$ cat src/hdl/lightmap_skyline_allocator_core_assert.svh
// =============================================================================
// Assertion macros for the skyline allocator
// Shared same-cycle-implication and next-cycle-implication checks, clocked on
// clk and disabled while rst_n is low.
// =============================================================================
`ifndef LIGHTMAP_SKYLINE_ALLOCATOR_CORE_ASSERT_SVH
`define LIGHTMAP_SKYLINE_ALLOCATOR_CORE_ASSERT_SVH

// same-cycle implication
`define LSA_ASSERT_IMP(lbl, ante, cons, msg) \
  lbl: assert property (@(posedge clk) disable iff (!rst_n) (ante) |-> (cons)) \
    else $error(msg);

// next-cycle implication
`define LSA_ASSERT_NXT(lbl, ante, cons, msg) \
  lbl: assert property (@(posedge clk) disable iff (!rst_n) (ante) |=> (cons)) \
    else $error(msg);

`endif

$ cat src/hdl/lsa_pkg.sv
// =============================================================================
// lsa_pkg
// Types and fixed constants of the skyline lightmap allocator.
// =============================================================================
package lsa_pkg;

  localparam int unsigned EXT_W     = 12;  // extent field width
  localparam int unsigned EXT_SHIFT = 4;   // texels per cell, log2
  localparam int unsigned SIZE_W    = 9;   // region size in cells, 1..256
  localparam int unsigned PAGE_W    = 16;
  localparam int unsigned POS_W     = 7;

  typedef enum logic [3:0] {
    ST_CLEAR,
    ST_IDLE,
    ST_PREFIX,
    ST_SUFFIX,
    ST_DRAIN,
    ST_DECIDE,
    ST_FILL,
    ST_SWEEP,
    ST_DONE
  } lsa_state_t;

  // scan control, aligned with the height read data
  typedef struct packed {
    logic pre;    // prefix pass beat
    logic suf;    // suffix pass beat
    logic first;  // first beat of the pass
  } lsa_scan_ctl_t;

endpackage

$ cat src/hdl/lsa_wmax.sv
// =============================================================================
// lsa_wmax
// Sliding window maximum over the skyline by block prefix and suffix maxima.
// =============================================================================
module lsa_wmax
  import lsa_pkg::*;
#(
  parameter int COLUMNS = 128,
  parameter int ROWS    = 128,
  localparam int CW     = $clog2(COLUMNS),
  localparam int HW     = $clog2(ROWS + 1)
) (
  input  logic                  clk,
  input  logic                  rst_n,
  input  lsa_scan_ctl_t         ctl_i,
  input  logic [CW-1:0]         idx_i,
  input  logic [HW-1:0]         hgt_i,
  input  logic [SIZE_W-1:0]     size_i,
  input  logic [CW-1:0]         paddr_i,
  output logic                  cand_vld_o,
  output logic [HW-1:0]         cand_max_o,
  output logic [CW-1:0]         cand_idx_o
);

  localparam int CMPW = ((CW + 1 > SIZE_W) ? CW + 1 : SIZE_W) + 1;

  logic [HW-1:0]     pre_mem [COLUMNS];
  logic [HW-1:0]     pre_rdata_r;

  logic [SIZE_W-1:0] pos_r, pos_eff, pos_nxt;
  logic [SIZE_W-1:0] spos_r, spos_eff, spos_nxt;
  logic [SIZE_W-1:0] lastpos_r;
  logic [SIZE_W-1:0] size_m1;
  logic [HW-1:0]     pre_max_r, pre_max;
  logic [HW-1:0]     suf_max_r, suf_max;
  logic [HW-1:0]     win_max;
  logic              in_range;

  logic              cand_vld_r;
  logic [HW-1:0]     cand_max_r;
  logic [CW-1:0]     cand_idx_r;

  always_comb begin
    size_m1  = size_i - SIZE_W'(1);
    // prefix: running max from the block start, left to right
    pos_eff  = ctl_i.first ? '0 : pos_r;
    pre_max  = (pos_eff == '0 || hgt_i > pre_max_r) ? hgt_i : pre_max_r;
    pos_nxt  = (pos_eff == size_m1) ? '0 : pos_eff + SIZE_W'(1);
    // suffix: running max to the block end, right to left
    spos_eff = ctl_i.first ? lastpos_r : spos_r;
    suf_max  = (ctl_i.first || spos_eff == size_m1 || hgt_i > suf_max_r) ? hgt_i : suf_max_r;
    spos_nxt = (spos_eff == '0) ? size_m1 : spos_eff - SIZE_W'(1);
    win_max  = (pre_rdata_r > suf_max) ? pre_rdata_r : suf_max;
    in_range = (CMPW'(idx_i) + CMPW'(size_i)) < CMPW'(COLUMNS);
  end

  always_ff @(posedge clk) begin
    if (ctl_i.pre) begin
      pre_mem[idx_i] <= pre_max;
      pos_r          <= pos_nxt;
      pre_max_r      <= pre_max;
      if (idx_i == CW'(COLUMNS - 1)) begin
        lastpos_r <= pos_eff;
      end
    end
    if (ctl_i.suf) begin
      spos_r    <= spos_nxt;
      suf_max_r <= suf_max;
    end
    pre_rdata_r <= pre_mem[paddr_i];
    cand_max_r  <= win_max;
    cand_idx_r  <= idx_i;
  end

  always_ff @(posedge clk) begin
    if (!rst_n) begin
      cand_vld_r <= 1'b0;
    end else begin
      cand_vld_r <= ctl_i.suf && in_range;
    end
  end

  assign cand_vld_o = cand_vld_r;
  assign cand_max_o = cand_max_r;
  assign cand_idx_o = cand_idx_r;

endmodule

$ cat src/hdl/lightmap_skyline_allocator_core.sv
// =============================================================================
// lightmap_skyline_allocator_core
// Skyline packer for lightmap atlas pages: places w x h cell regions at the
// leftmost lowest window of the per-column height profile.
// =============================================================================
//
//  channel | dir | handshake         | payload
//  --------+-----+-------------------+-----------------------------------------
//  in_     | in  | tvalid / tready   | tdata: extent_s, extent_t; tuser: unlit
//  out_    | out | tvalid / tready   | tdata: page, pos_s, pos_t;
//          |     |                   | tuser: placed, page_closed
//
//  Steps: a request runs a prefix pass and a suffix pass over the height
//  memory, then a window write of w columns; closing a page replaces the
//  window write by a sweep over all columns, and a request too big for a
//  page goes to that sweep at once. Unlit requests skip to the result.
//  Reset: a clearing pass over all columns of the height memory follows
//  reset; in_tready stays low during it.
//  Stalls: one result is held in the output register while the next request
//  is taken and worked; the block waits before loading a second result.
//
`include "lightmap_skyline_allocator_core_assert.svh"

module lightmap_skyline_allocator_core
  import lsa_pkg::*;
#(
  parameter int COLUMNS = 128,
  parameter int ROWS    = 128
) (
  input  logic        clk,
  input  logic        rst_n,
  input  logic        in_tvalid,
  output logic        in_tready,
  input  logic [23:0] in_tdata,   // [11:0] extent_s, [23:12] extent_t
  input  logic        in_tuser,   // [0] unlit
  output logic        out_tvalid,
  input  logic        out_tready,
  output logic [31:0] out_tdata,  // [15:0] page, [22:16] pos_s, [29:23] pos_t
  output logic [1:0]  out_tuser   // [0] placed, [1] page_closed
);

  localparam int CW   = $clog2(COLUMNS);
  localparam int HW   = $clog2(ROWS + 1);
  localparam int CMPW = ((CW + 1 > SIZE_W) ? CW + 1 : SIZE_W) + 1;
  localparam int SUMW = ((HW > SIZE_W) ? HW : SIZE_W) + 1;

  // ---------------------------------------------------------------------------
  // Registers
  // ---------------------------------------------------------------------------
  lsa_state_t        state_r, state_nxt;
  logic [CW-1:0]     addr_r, addr_nxt;
  logic [SIZE_W-1:0] size_s_r, size_s_nxt;
  logic [SIZE_W-1:0] size_t_r, size_t_nxt;
  logic [SIZE_W-1:0] cnt_r, cnt_nxt;
  logic [HW-1:0]     best_r, best_nxt;
  logic [CW-1:0]     bx_r, bx_nxt;
  logic [HW-1:0]     fill_val_r, fill_val_nxt;
  logic              retry_r, retry_nxt;
  logic              drain_r, drain_nxt;
  logic [PAGE_W-1:0] page_r, page_nxt;
  logic              pend_placed_r, pend_placed_nxt;
  logic              pend_closed_r, pend_closed_nxt;
  logic [POS_W-1:0]  pend_pos_s_r, pend_pos_s_nxt;
  logic [POS_W-1:0]  pend_pos_t_r, pend_pos_t_nxt;
  logic              out_valid_r, out_valid_nxt;
  logic              out_placed_r, out_placed_nxt;
  logic              out_closed_r, out_closed_nxt;
  logic [PAGE_W-1:0] out_page_r, out_page_nxt;
  logic [POS_W-1:0]  out_pos_s_r, out_pos_s_nxt;
  logic [POS_W-1:0]  out_pos_t_r, out_pos_t_nxt;
  lsa_scan_ctl_t     rd_ctl_r, rd_ctl;
  logic [CW-1:0]     rd_idx_r;

  // height memory
  logic [HW-1:0]     hgt_mem [COLUMNS];
  logic [HW-1:0]     hgt_rdata_r;
  logic              mem_we;
  logic [CW-1:0]     mem_waddr;
  logic [HW-1:0]     mem_wdata;
  logic [CW-1:0]     mem_raddr;
  logic [CW-1:0]     paddr;

  // ---------------------------------------------------------------------------
  // Request decode
  // ---------------------------------------------------------------------------
  logic              in_fire, out_fire, load_out;
  logic [SIZE_W-1:0] size_s_in, size_t_in;
  logic              too_big, fits, last_col;
  logic [SUMW-1:0]   top_sum;

  logic              cand_vld;
  logic [HW-1:0]     cand_max;
  logic [CW-1:0]     cand_idx;

  assign in_tready = (state_r == ST_IDLE);
  assign in_fire   = in_tvalid && in_tready;
  assign out_fire  = out_valid_r && out_tready;
  assign load_out  = (state_r == ST_DONE) && (!out_valid_r || out_tready);
  assign last_col  = (addr_r == CW'(COLUMNS - 1));

  // region size in cells: (extent >> 4) + 1
  assign size_s_in = {1'b0, in_tdata[EXT_W-1:EXT_SHIFT]} + SIZE_W'(1);
  assign size_t_in = {1'b0, in_tdata[2*EXT_W-1:EXT_W+EXT_SHIFT]} + SIZE_W'(1);

  // no start column, or taller than a page: both tries fail
  assign too_big = (CMPW'(size_s_in) >= CMPW'(COLUMNS)) || (SUMW'(size_t_in) > SUMW'(ROWS));

  assign top_sum = SUMW'(best_r) + SUMW'(size_t_r);
  assign fits    = (top_sum <= SUMW'(ROWS));

  // P read for the window tail column, issued with the height read
  assign paddr   = CW'(CMPW'(addr_r) + CMPW'(size_s_r) - CMPW'(1));

  // ---------------------------------------------------------------------------
  // Next state
  // ---------------------------------------------------------------------------
  always_comb begin
    state_nxt = state_r;
    unique case (state_r)
      ST_CLEAR: begin
        if (last_col) state_nxt = ST_IDLE;
      end
      ST_IDLE: begin
        if (in_fire) begin
          if (in_tuser)     state_nxt = ST_DONE;
          else if (too_big) state_nxt = ST_SWEEP;
          else              state_nxt = ST_PREFIX;
        end
      end
      ST_PREFIX: begin
        if (last_col) state_nxt = ST_SUFFIX;
      end
      ST_SUFFIX: begin
        if (addr_r == '0) state_nxt = ST_DRAIN;
      end
      ST_DRAIN: begin
        if (drain_r) state_nxt = ST_DECIDE;
      end
      ST_DECIDE: begin
        state_nxt = fits ? ST_FILL : ST_SWEEP;
      end
      ST_FILL: begin
        if (cnt_r == '0) state_nxt = ST_DONE;
      end
      ST_SWEEP: begin
        if (last_col) state_nxt = ST_DONE;
      end
      ST_DONE: begin
        if (load_out) state_nxt = ST_IDLE;
      end
      default: state_nxt = ST_IDLE;
    endcase
  end

  // ---------------------------------------------------------------------------
  // Datapath and memory control
  // ---------------------------------------------------------------------------
  always_comb begin
    addr_nxt        = addr_r;
    size_s_nxt      = size_s_r;
    size_t_nxt      = size_t_r;
    cnt_nxt         = cnt_r;
    best_nxt        = best_r;
    bx_nxt          = bx_r;
    fill_val_nxt    = fill_val_r;
    retry_nxt       = retry_r;
    drain_nxt       = drain_r;
    page_nxt        = page_r;
    pend_placed_nxt = pend_placed_r;
    pend_closed_nxt = pend_closed_r;
    pend_pos_s_nxt  = pend_pos_s_r;
    pend_pos_t_nxt  = pend_pos_t_r;
    out_placed_nxt  = out_placed_r;
    out_closed_nxt  = out_closed_r;
    out_page_nxt    = out_page_r;
    out_pos_s_nxt   = out_pos_s_r;
    out_pos_t_nxt   = out_pos_t_r;
    out_valid_nxt   = out_fire ? 1'b0 : out_valid_r;
    rd_ctl          = '0;
    mem_we          = 1'b0;
    mem_waddr       = addr_r;
    mem_wdata       = '0;
    mem_raddr       = addr_r;

    // track the leftmost least window; scan runs right to left, so ties win
    if (cand_vld && cand_max <= best_r) begin
      best_nxt = cand_max;
      bx_nxt   = cand_idx;
    end

    unique case (state_r)
      ST_CLEAR: begin
        mem_we   = 1'b1;
        addr_nxt = last_col ? '0 : addr_r + CW'(1);
      end
      ST_IDLE: begin
        if (in_fire) begin
          size_s_nxt      = size_s_in;
          size_t_nxt      = size_t_in;
          best_nxt        = HW'(ROWS);
          addr_nxt        = '0;
          retry_nxt       = 1'b0;
          pend_placed_nxt = 1'b0;
          pend_closed_nxt = 1'b0;
          pend_pos_s_nxt  = '0;
          pend_pos_t_nxt  = '0;
          if (!in_tuser && too_big) begin
            // close the page; the retry cannot succeed either
            page_nxt        = page_r + PAGE_W'(1);
            pend_closed_nxt = 1'b1;
          end
        end
      end
      ST_PREFIX: begin
        rd_ctl.pre   = 1'b1;
        rd_ctl.first = (addr_r == '0);
        addr_nxt     = last_col ? CW'(COLUMNS - 1) : addr_r + CW'(1);
      end
      ST_SUFFIX: begin
        rd_ctl.suf   = 1'b1;
        rd_ctl.first = last_col;
        addr_nxt     = addr_r - CW'(1);
        drain_nxt    = 1'b0;
      end
      ST_DRAIN: begin
        drain_nxt = 1'b1;
      end
      ST_DECIDE: begin
        pend_placed_nxt = 1'b1;
        if (fits) begin
          pend_pos_s_nxt = POS_W'(bx_r);
          pend_pos_t_nxt = POS_W'(best_r);
          fill_val_nxt   = HW'(top_sum);
          addr_nxt       = bx_r;
          cnt_nxt        = size_s_r - SIZE_W'(1);
        end else begin
          // close the page; on the fresh page the region lands at the origin
          page_nxt        = page_r + PAGE_W'(1);
          pend_closed_nxt = 1'b1;
          pend_pos_s_nxt  = '0;
          pend_pos_t_nxt  = '0;
          fill_val_nxt    = HW'(size_t_r);
          retry_nxt       = 1'b1;
          addr_nxt        = '0;
        end
      end
      ST_FILL: begin
        mem_we    = 1'b1;
        mem_wdata = fill_val_r;
        addr_nxt  = addr_r + CW'(1);
        cnt_nxt   = cnt_r - SIZE_W'(1);
      end
      ST_SWEEP: begin
        // clear the page, raising the first w columns when the retry places
        mem_we = 1'b1;
        if (retry_r && (CMPW'(addr_r) < CMPW'(size_s_r))) begin
          mem_wdata = fill_val_r;
        end
        addr_nxt = last_col ? '0 : addr_r + CW'(1);
      end
      ST_DONE: begin
        if (load_out) begin
          out_valid_nxt  = 1'b1;
          out_placed_nxt = pend_placed_r;
          out_closed_nxt = pend_closed_r;
          out_page_nxt   = pend_placed_r ? page_r : '0;
          out_pos_s_nxt  = pend_pos_s_r;
          out_pos_t_nxt  = pend_pos_t_r;
        end
      end
      default: begin
        addr_nxt = '0;
      end
    endcase
  end

  // ---------------------------------------------------------------------------
  // Control registers
  // ---------------------------------------------------------------------------
  always_ff @(posedge clk) begin
    if (!rst_n) begin
      state_r     <= ST_CLEAR;
      addr_r      <= '0;
      page_r      <= PAGE_W'(1);
      out_valid_r <= 1'b0;
      rd_ctl_r    <= '0;
      drain_r     <= 1'b0;
      retry_r     <= 1'b0;
    end else begin
      state_r     <= state_nxt;
      addr_r      <= addr_nxt;
      page_r      <= page_nxt;
      out_valid_r <= out_valid_nxt;
      rd_ctl_r    <= rd_ctl;
      drain_r     <= drain_nxt;
      retry_r     <= retry_nxt;
    end
  end

  // ---------------------------------------------------------------------------
  // Payload registers
  // ---------------------------------------------------------------------------
  always_ff @(posedge clk) begin
    size_s_r      <= size_s_nxt;
    size_t_r      <= size_t_nxt;
    cnt_r         <= cnt_nxt;
    best_r        <= best_nxt;
    bx_r          <= bx_nxt;
    fill_val_r    <= fill_val_nxt;
    pend_placed_r <= pend_placed_nxt;
    pend_closed_r <= pend_closed_nxt;
    pend_pos_s_r  <= pend_pos_s_nxt;
    pend_pos_t_r  <= pend_pos_t_nxt;
    out_placed_r  <= out_placed_nxt;
    out_closed_r  <= out_closed_nxt;
    out_page_r    <= out_page_nxt;
    out_pos_s_r   <= out_pos_s_nxt;
    out_pos_t_r   <= out_pos_t_nxt;
    rd_idx_r      <= addr_r;
  end

  // ---------------------------------------------------------------------------
  // Height memory: one write, one registered read
  // ---------------------------------------------------------------------------
  always_ff @(posedge clk) begin
    if (mem_we) begin
      hgt_mem[mem_waddr] <= mem_wdata;
    end
    hgt_rdata_r <= hgt_mem[mem_raddr];
  end

  // ---------------------------------------------------------------------------
  // Window maximum unit
  // ---------------------------------------------------------------------------
  lsa_wmax #(
    .COLUMNS (COLUMNS),
    .ROWS    (ROWS)
  ) u_wmax (
    .clk        (clk),
    .rst_n      (rst_n),
    .ctl_i      (rd_ctl_r),
    .idx_i      (rd_idx_r),
    .hgt_i      (hgt_rdata_r),
    .size_i     (size_s_r),
    .paddr_i    (paddr),
    .cand_vld_o (cand_vld),
    .cand_max_o (cand_max),
    .cand_idx_o (cand_idx)
  );

  // ---------------------------------------------------------------------------
  // Outputs
  // ---------------------------------------------------------------------------
  assign out_tvalid = out_valid_r;
  assign out_tdata  = {2'b00, out_pos_t_r, out_pos_s_r, out_page_r};
  assign out_tuser  = {out_closed_r, out_placed_r};

  // ---------------------------------------------------------------------------
  // Assertions
  // ---------------------------------------------------------------------------
  `LSA_ASSERT_IMP(a_write_states, mem_we, state_r == ST_CLEAR || state_r == ST_FILL || state_r == ST_SWEEP, "height write outside a write state")
  `LSA_ASSERT_IMP(a_cand_window, cand_vld, state_r == ST_SUFFIX || state_r == ST_DRAIN, "window candidate outside the suffix pass")
  `LSA_ASSERT_NXT(a_accept_busy, in_fire, state_r != ST_IDLE, "request accepted without starting work")
  `LSA_ASSERT_IMP(a_best_bound, state_r == ST_DECIDE, best_r <= HW'(ROWS), "best window height above page height")

endmodule
$ cat config.mk
export PLATFORM = sky130hd
export DESIGN_NAME = lightmap_skyline_allocator_core
export DESIGN_NICKNAME = d
export VERILOG_FILES = /design/src/hdl/lsa_pkg.sv /design/src/hdl/lsa_wmax.sv /design/src/hdl/lightmap_skyline_allocator_core.sv
export VERILOG_INCLUDE_DIRS = /design/src /design/src/hdl
export SDC_FILE = /design/constraint.sdc
export NUM_CORES = 2
export LEC_CHECK = 0
export ABC_CLOCK_PERIOD_IN_PS = 15700
export BUFFER_PORTS_ARGS = -buffer_cell sky130_fd_sc_hd__buf_2
export CORE_UTILIZATION = 30
export DETAILED_ROUTE_END_ITERATION = 8
export GPL_TIMING_DRIVEN = 0
export PLACE_DENSITY = 0.43
export SLEW_MARGIN = 25
export SYNTH_ARGS = -nofsm -noshare
export SYNTH_HDL_FRONTEND = slang
export SYNTH_SLANG_ARGS = --single-unit
$ cat constraint.sdc
create_clock -name clk -period 15.7 [get_ports clk]
set_input_delay 3.14 -clock clk [delete_from_list [all_inputs] [get_ports clk]]
set_output_delay 3.14 -clock clk [all_outputs]
set_load 0.1 [all_outputs]
# Yosys cells after proc, flatten, opt, wreduce, memory -nomap -nowiden
# Memories as Yosys holds them, arrays and structs flattened. A register that Yosys moved wholly into a read port is not among the register bits.
# Index checks and enable logic that the tools add are counted.
word_totals:
  ram_bits: 2048
  ff_bits: 197
  memories: 2
  output_inout_bits: 36
  word_cells: 172
mem_list:
  columns: ["memory", "depth", "width", "rd", "rd_ports_with_merged_regs", "write_ports", "line", "text"]
  rows:
  - ["hgt_mem", 128, 8, 1, 1, 1, "lightmap_skyline_allocator_core.sv:75", "logic [HW-1:0] hgt_mem [COLUMNS];"]
  - ["u_wmax.pre_mem", 128, 8, 1, 1, 1, "lsa_wmax.sv:27", "logic [HW-1:0] pre_mem [COLUMNS];"]
classes:
  add_sub_neg: 13
  n_eq_ne: 23
  muxes: 57
  n_reduce_logical: 34
  order_cmp: 9
  n_bitwise: 1
op_table:
  columns: ["op", "count"]
  rows:
  - ["$mux W8", 8]
  - ["$pmux W7 S7", 1]
  - ["$mux W16", 3]
  - ["$mux W4", 9]
  - ["$mux W9", 4]
  - ["$pmux W4 S9", 1]
  - ["$mux W7", 5]
  - ["$pmux W16 S2", 1]
  - ["$pmux W7 S2", 2]
  - ["$logic_not A9 Y1", 3]
  - ["$sub A9 B1 Y9 const B", 3]
  - ["$gt A8 B8 Y1", 3]
  - ["$add A8 B1 Y9 const B", 2]
  - ["$eq A9 B9 Y1", 2]
  - ["$ne A2 B2 Y1 const B", 9]
  - ["$pmux W9 S2", 1]
  - ["$add A16 B1 Y16 const B", 1]
  - ["$eq A4 B3 Y1 const B", 4]
  - ["$pmux W8 S2", 1]
  - ["$mux W1", 15]
  - ["$eq A7 B7 Y1 const B", 2]
  - ["$sub A7 B1 Y7 const B", 2]
  - ["$reduce_and A2 Y1", 6]
  - ["$add A7 B9 Y10", 1]
  - ["28 further kinds", 48]

# Depth between registers and ports, before layout
depth:
  depth_word: 7
  depth_mapped: 22
  depth_no_buf: 19

# By module
# Synthesis repeated with hierarchy kept, for this count alone.
hier_totals:
  cells_unflattened: 4804
  area_unflattened_um2: 88386.0
by_module_without_submodules:
  columns: ["module", "area_each_um2", "cells_each", "instances"]
  rows:
  - ["lightmap_skyline_allocator_core", 45298.4, 2817, 1]
  - ["lsa_wmax", 43087.6, 1987, 1]

# Worst setup path before layout
# Ideal clock, no wire load.
synth_timing:
  path_type: "register to register"
  from: "register addr_r[0]"
  to: "memory hgt_mem[0][0] in the netlist's numbering (data pin)"
  required_ps: 14548
  arrival_time_ps: 7270
  path_slack_ps: 7277
  path_stages_with_launch: 15
  n_path_buf: 4
  period_less_slack_ps: 8423
  path_cell_list: "dfxtp_1 buf_2 buf_2 inv_1 clkbuf_1 buf_1 ha_1 o21bai_1 a21oi_1 o21bai_1 a21oi_1 nor2_1 o21ai_0 a31oi_1 nor3_1"
synth_between:
  elab_chain_len: 4
synth_rtl:
  columns: ["element", "line", "text"]
  rows:
  - ["from (decl)", "lightmap_skyline_allocator_core.sv:51", "logic [CW-1:0] addr_r, addr_nxt;"]
  - ["from (signal assigned)", "lightmap_skyline_allocator_core.sv:291", "addr_r <= addr_nxt;"]
  - ["$lt A7 B9 Y1", "lightmap_skyline_allocator_core.sv:256", "if (retry_r && (CMPW'(addr_r) < CMPW'(size_s_r))) begin"]
  - ["$logic_and A1 B1 Y1", "lightmap_skyline_allocator_core.sv:256", null]
  - ["$mux W8", "lightmap_skyline_allocator_core.sv:256", null]
  - ["$pmux W8 S2", "lightmap_skyline_allocator_core.sv:191", "unique case (state_r)"]
  - ["named net mem_wdata[0]", "lightmap_skyline_allocator_core.sv:79", "logic [HW-1:0] mem_wdata;"]
  - ["to (decl)", "lightmap_skyline_allocator_core.sv:75", null]
# The timed path passes the listed nets, and every way through them passes these cells.

# Worst setup path in the final report
layout_timing:
  from: "register addr_r[1]"
  to: "register u_wmax.pre_rdata_r[3] (read register of u_wmax.pre_mem)"
layout_between:
  elab_chain_len: 2
layout_rtl:
  columns: ["element", "line", "text"]
  rows:
  - ["$add A7 B7 Y7", "lightmap_skyline_allocator_core.sv:112", "assign paddr = CW'(CMPW'(addr_r) + CMPW'(size_s_r) - CMPW'(1));"]
  - ["$sub A7 B1 Y7", "lightmap_skyline_allocator_core.sv:112", null]
  - ["to (decl)", "lsa_wmax.sv:28", "logic [HW-1:0] pre_rdata_r;"]
# Every way passes these cells.
# A chain may end at the register's enable or synchronous reset.

==> impl_metrics.ini <==
[run_status]
outcome = finished with violations
violations = design-rule violations

[cts]
path_clk_slew_ps = 60
cts_resized = 0
post-cts-setup-buffers = 0
cts-hold-fix-buffers = 0
clock_path_buffers = 4
clock-root-buffer = clkbuf_16
cts_tree = yes
cts_sinks = 2261
cts_made_buffers = 263
cts_htree_levels = 5
clk-insertion-delay-late_ps = 890

[finish]
fin_area_um2 = 104600
nets = 5414
final_cell_mix = edfxtp_1 (2181), nor2_1 (365), mux4_2 (331)
fin_util_pct = 35.57
final_layout_size_suffix_gt1_share_pct = 21.99
syn2layout_area_growth_pct = 17.79
layout_commonest_cell = edfxtp_1

[power_and_ir_drop]
ir_drop_uv = 85.46
power.density_nw_per_um2 = 127.3
p_leak_nw = 29.68

[placed_design]
dp_hpwl_um = 222700
pre_cts_ws_ps = 7549
placed_cell_area_um2 = 96380
gp_congestion = 0.9520
port-buffer-count = 52

[sta]
hold_ws_ps = 401.0
setup_viol = 0
fin_crit_sh_pct = 52.15
hold_viol_final = 0
slew_viol_final = 0
fin_crit_ps = 8187
fin_skew_ps = 48.90
setup_tns_ps = 0
setup_slack_ps = 7513
rsz0062_at_grt = false
clock.fmax_ghz = 0.1221
max_slew.worst_pin.slew_ps = 1248
relSlewSlack_pct = 16.20

[setup_path]
cp-start-kind = flip-flop
cpPeakStageDelay_ps = 850
crit_path_max_fanout = 10
path_class = flip-flop to flip-flop
critPathTopFamily = buffers and inverters
cp_data_required_time_ps = 16320
worst-path-buf-inv = 8
crit_slowest_cell = clkbuf_1
cp-end-kind = flip-flop
cp.arrival_ps = 8800
crit_chain = buf_2 -> inv_2 -> clkbuf_2 -> buf_16 -> ha_1 -> inv_1 -> ha_1 -> fa_1 -> buf_1 -> clkbuf_1 -> clkbuf_1 -> mux4_2 -> mux2i_1 -> nand2_1 -> o211ai_1 -> o21ai_0

[detailed_routing]
firstDrtPassIters = 8
antenna_left = 0
wirelength_um = 326400
routedWlPerCell_um = 34.67
route.detailed.drc = 8
first_iter_violations = 6430
avgViaCountPerCell = 5.397
vias = 50805

[synth]
synth_ff_type = edfxtp_1
ys_ff_latch = 2261
synth-simple-area-share_pct = 4.270
syn_area_um2 = 88810
yosysUniqueCellTypes = 84
ys_seq_area_share_pct = 75.55
synthCells = 4842
avgSynthCellArea_um2 = 18.34
synthXorXnorAreaFrac_pct = 0.7622
synth_top_family_by_area = multiplexers
synth-compound-area-share_pct = 6.660
synthArstFlopShare_pct = 0
synthAdderAreaFrac_pct = 1.130
synth-edff-count = 2181
yosysWarnings = 0
muxShareOfSynthArea_pct = 9.960

[global_route]
antenna_found_initial = 23
overflow = 0
grt_util_all_layers_pct = 21.52
grt_max_degree = 109
grt_pass1_vias = 50768
grt_pass1_wl_um = 441500

[die]
core_area_um2 = 294100
die_w_um = 546.1
pin_count = 65
die_area_um2 = 298200
initial_utilization_pct = 30.20
floorplan.rows = 199
die_h_um = 546.1

[flow_run]
cap_violations = 0

[min_path]
hp-class = flip-flop to flip-flop
## state kept, by name, summed over array words and instances (netlist names), 16 cells and up
register and cells:
out_page_r 16, u_wmax.pre_mem 1024, hgt_mem 1024, page_r 16
## layer usage
metal / vias to the layer above / GRT usage, % / part of all wire (%)
li1: 20757 / - / -
met1: 27115 / 27.46 / 40
met2: 2281 / 35.17 / 48
met3: 646 / 4.366 / 7.5
met4: 6 / 9.902 / 5.1
met5: - / 0 / 0.064
## cell families after synthesis
group / Yosys count
mux: 463
fa+ha+maj: 79
compound gates: 800
buf+inv: 356
other cells: 1
simple gates: 811
xor+xnor: 71
flops: 2261
## final cells by class
class / instances / area [um^2]
fillers: 27515 / 189400
flip-flops and latches: 2261 / 67100
multi-input cells: 2226 / 20610
clock buffers: 326 / 7058
well taps: 3919 / 4903
repair buffers: 198 / 2217
plain buffers: 281 / 1334
clock inverters: 117 / 1085
inverters: 75 / 281.5
diodes: 10 / 25.02
## power by group
part	internal (mW)	leakage (nW)	switching, mW
clock	3.46	3.98	2.50
sequential	6.53	17.4	0.0197
combinational	0.238	8.26	0.568
total	10.2	29.7	3.08
## final timing paths
kind                        startpoint                    end  slack [ps]  depth (start not counted)
setup / recovery             addr_r[1]  u_wmax.pre_rdata_r[3]        7510                         16
hold / removal    u_wmax.cand_idx_o[0]                bx_r[0]         400                          0
setup reg to reg             addr_r[1]  u_wmax.pre_rdata_r[3]        7510                         16
hold reg to reg   u_wmax.cand_idx_o[0]                bx_r[0]         400                          0
## worst reg2reg max path: stages, from the launching register on
cell	delay [ps]
dfxtp_1	750
buf_2	530
inv_2	410
clkbuf_2	520
buf_16	310
ha_1	350
inv_1	50
ha_1	210
fa_1	700
buf_1	670
clkbuf_1	790
clkbuf_1	850
mux4_2	510
mux2i_1	490
nand2_1	120
o211ai_1	250
o21ai_0	420
## Yosys cell counts, types with 30 or more instances
| master | instances | area [um^2] |
|---|---|---|
| a22o_1 | 86 | 753.2 |
| nor2_1 | 397 | 1490 |
| inv_1 | 73 | 274.0 |
| buf_2 | 64 | 320.3 |
| nand2_1 | 112 | 420.4 |
| a31oi_1 | 60 | 375.4 |
| mux2i_1 | 76 | 760.7 |
| edfxtp_1 | 2181 | 65490 |
| dfxtp_1 | 80 | 1602 |
| a21oi_1 | 84 | 420.4 |
| a22oi_1 | 236 | 1772 |
| a221oi_1 | 122 | 1069 |
| xnor2_1 | 34 | 297.8 |
| ha_1 | 77 | 963.4 |
| xor2_1 | 33 | 289.0 |
| buf_1 | 47 | 176.4 |
| nand3_1 | 73 | 365.4 |
| clkbuf_1 | 156 | 585.6 |
| mux2_2 | 56 | 630.6 |
| nor3_1 | 39 | 195.2 |
| o21ai_0 | 80 | 400.4 |
| mux4_2 | 331 | 7455 |
| nor2b_1 | 30 | 187.7 |
| nand4_1 | 40 | 250.2 |
## metrics by stage
step | total power, mW | cells
2_1_floorplan | 7.057 | 4843
3_3_place_gp | 7.447 | 8814
3_5_place_dp | 7.473 | 8960
4_1_cts | 13.38 | 9403
5_1_grt | 13.63 | 9404
6_report | 13.32 | 9413
Power figures use the tool's default switching activity.
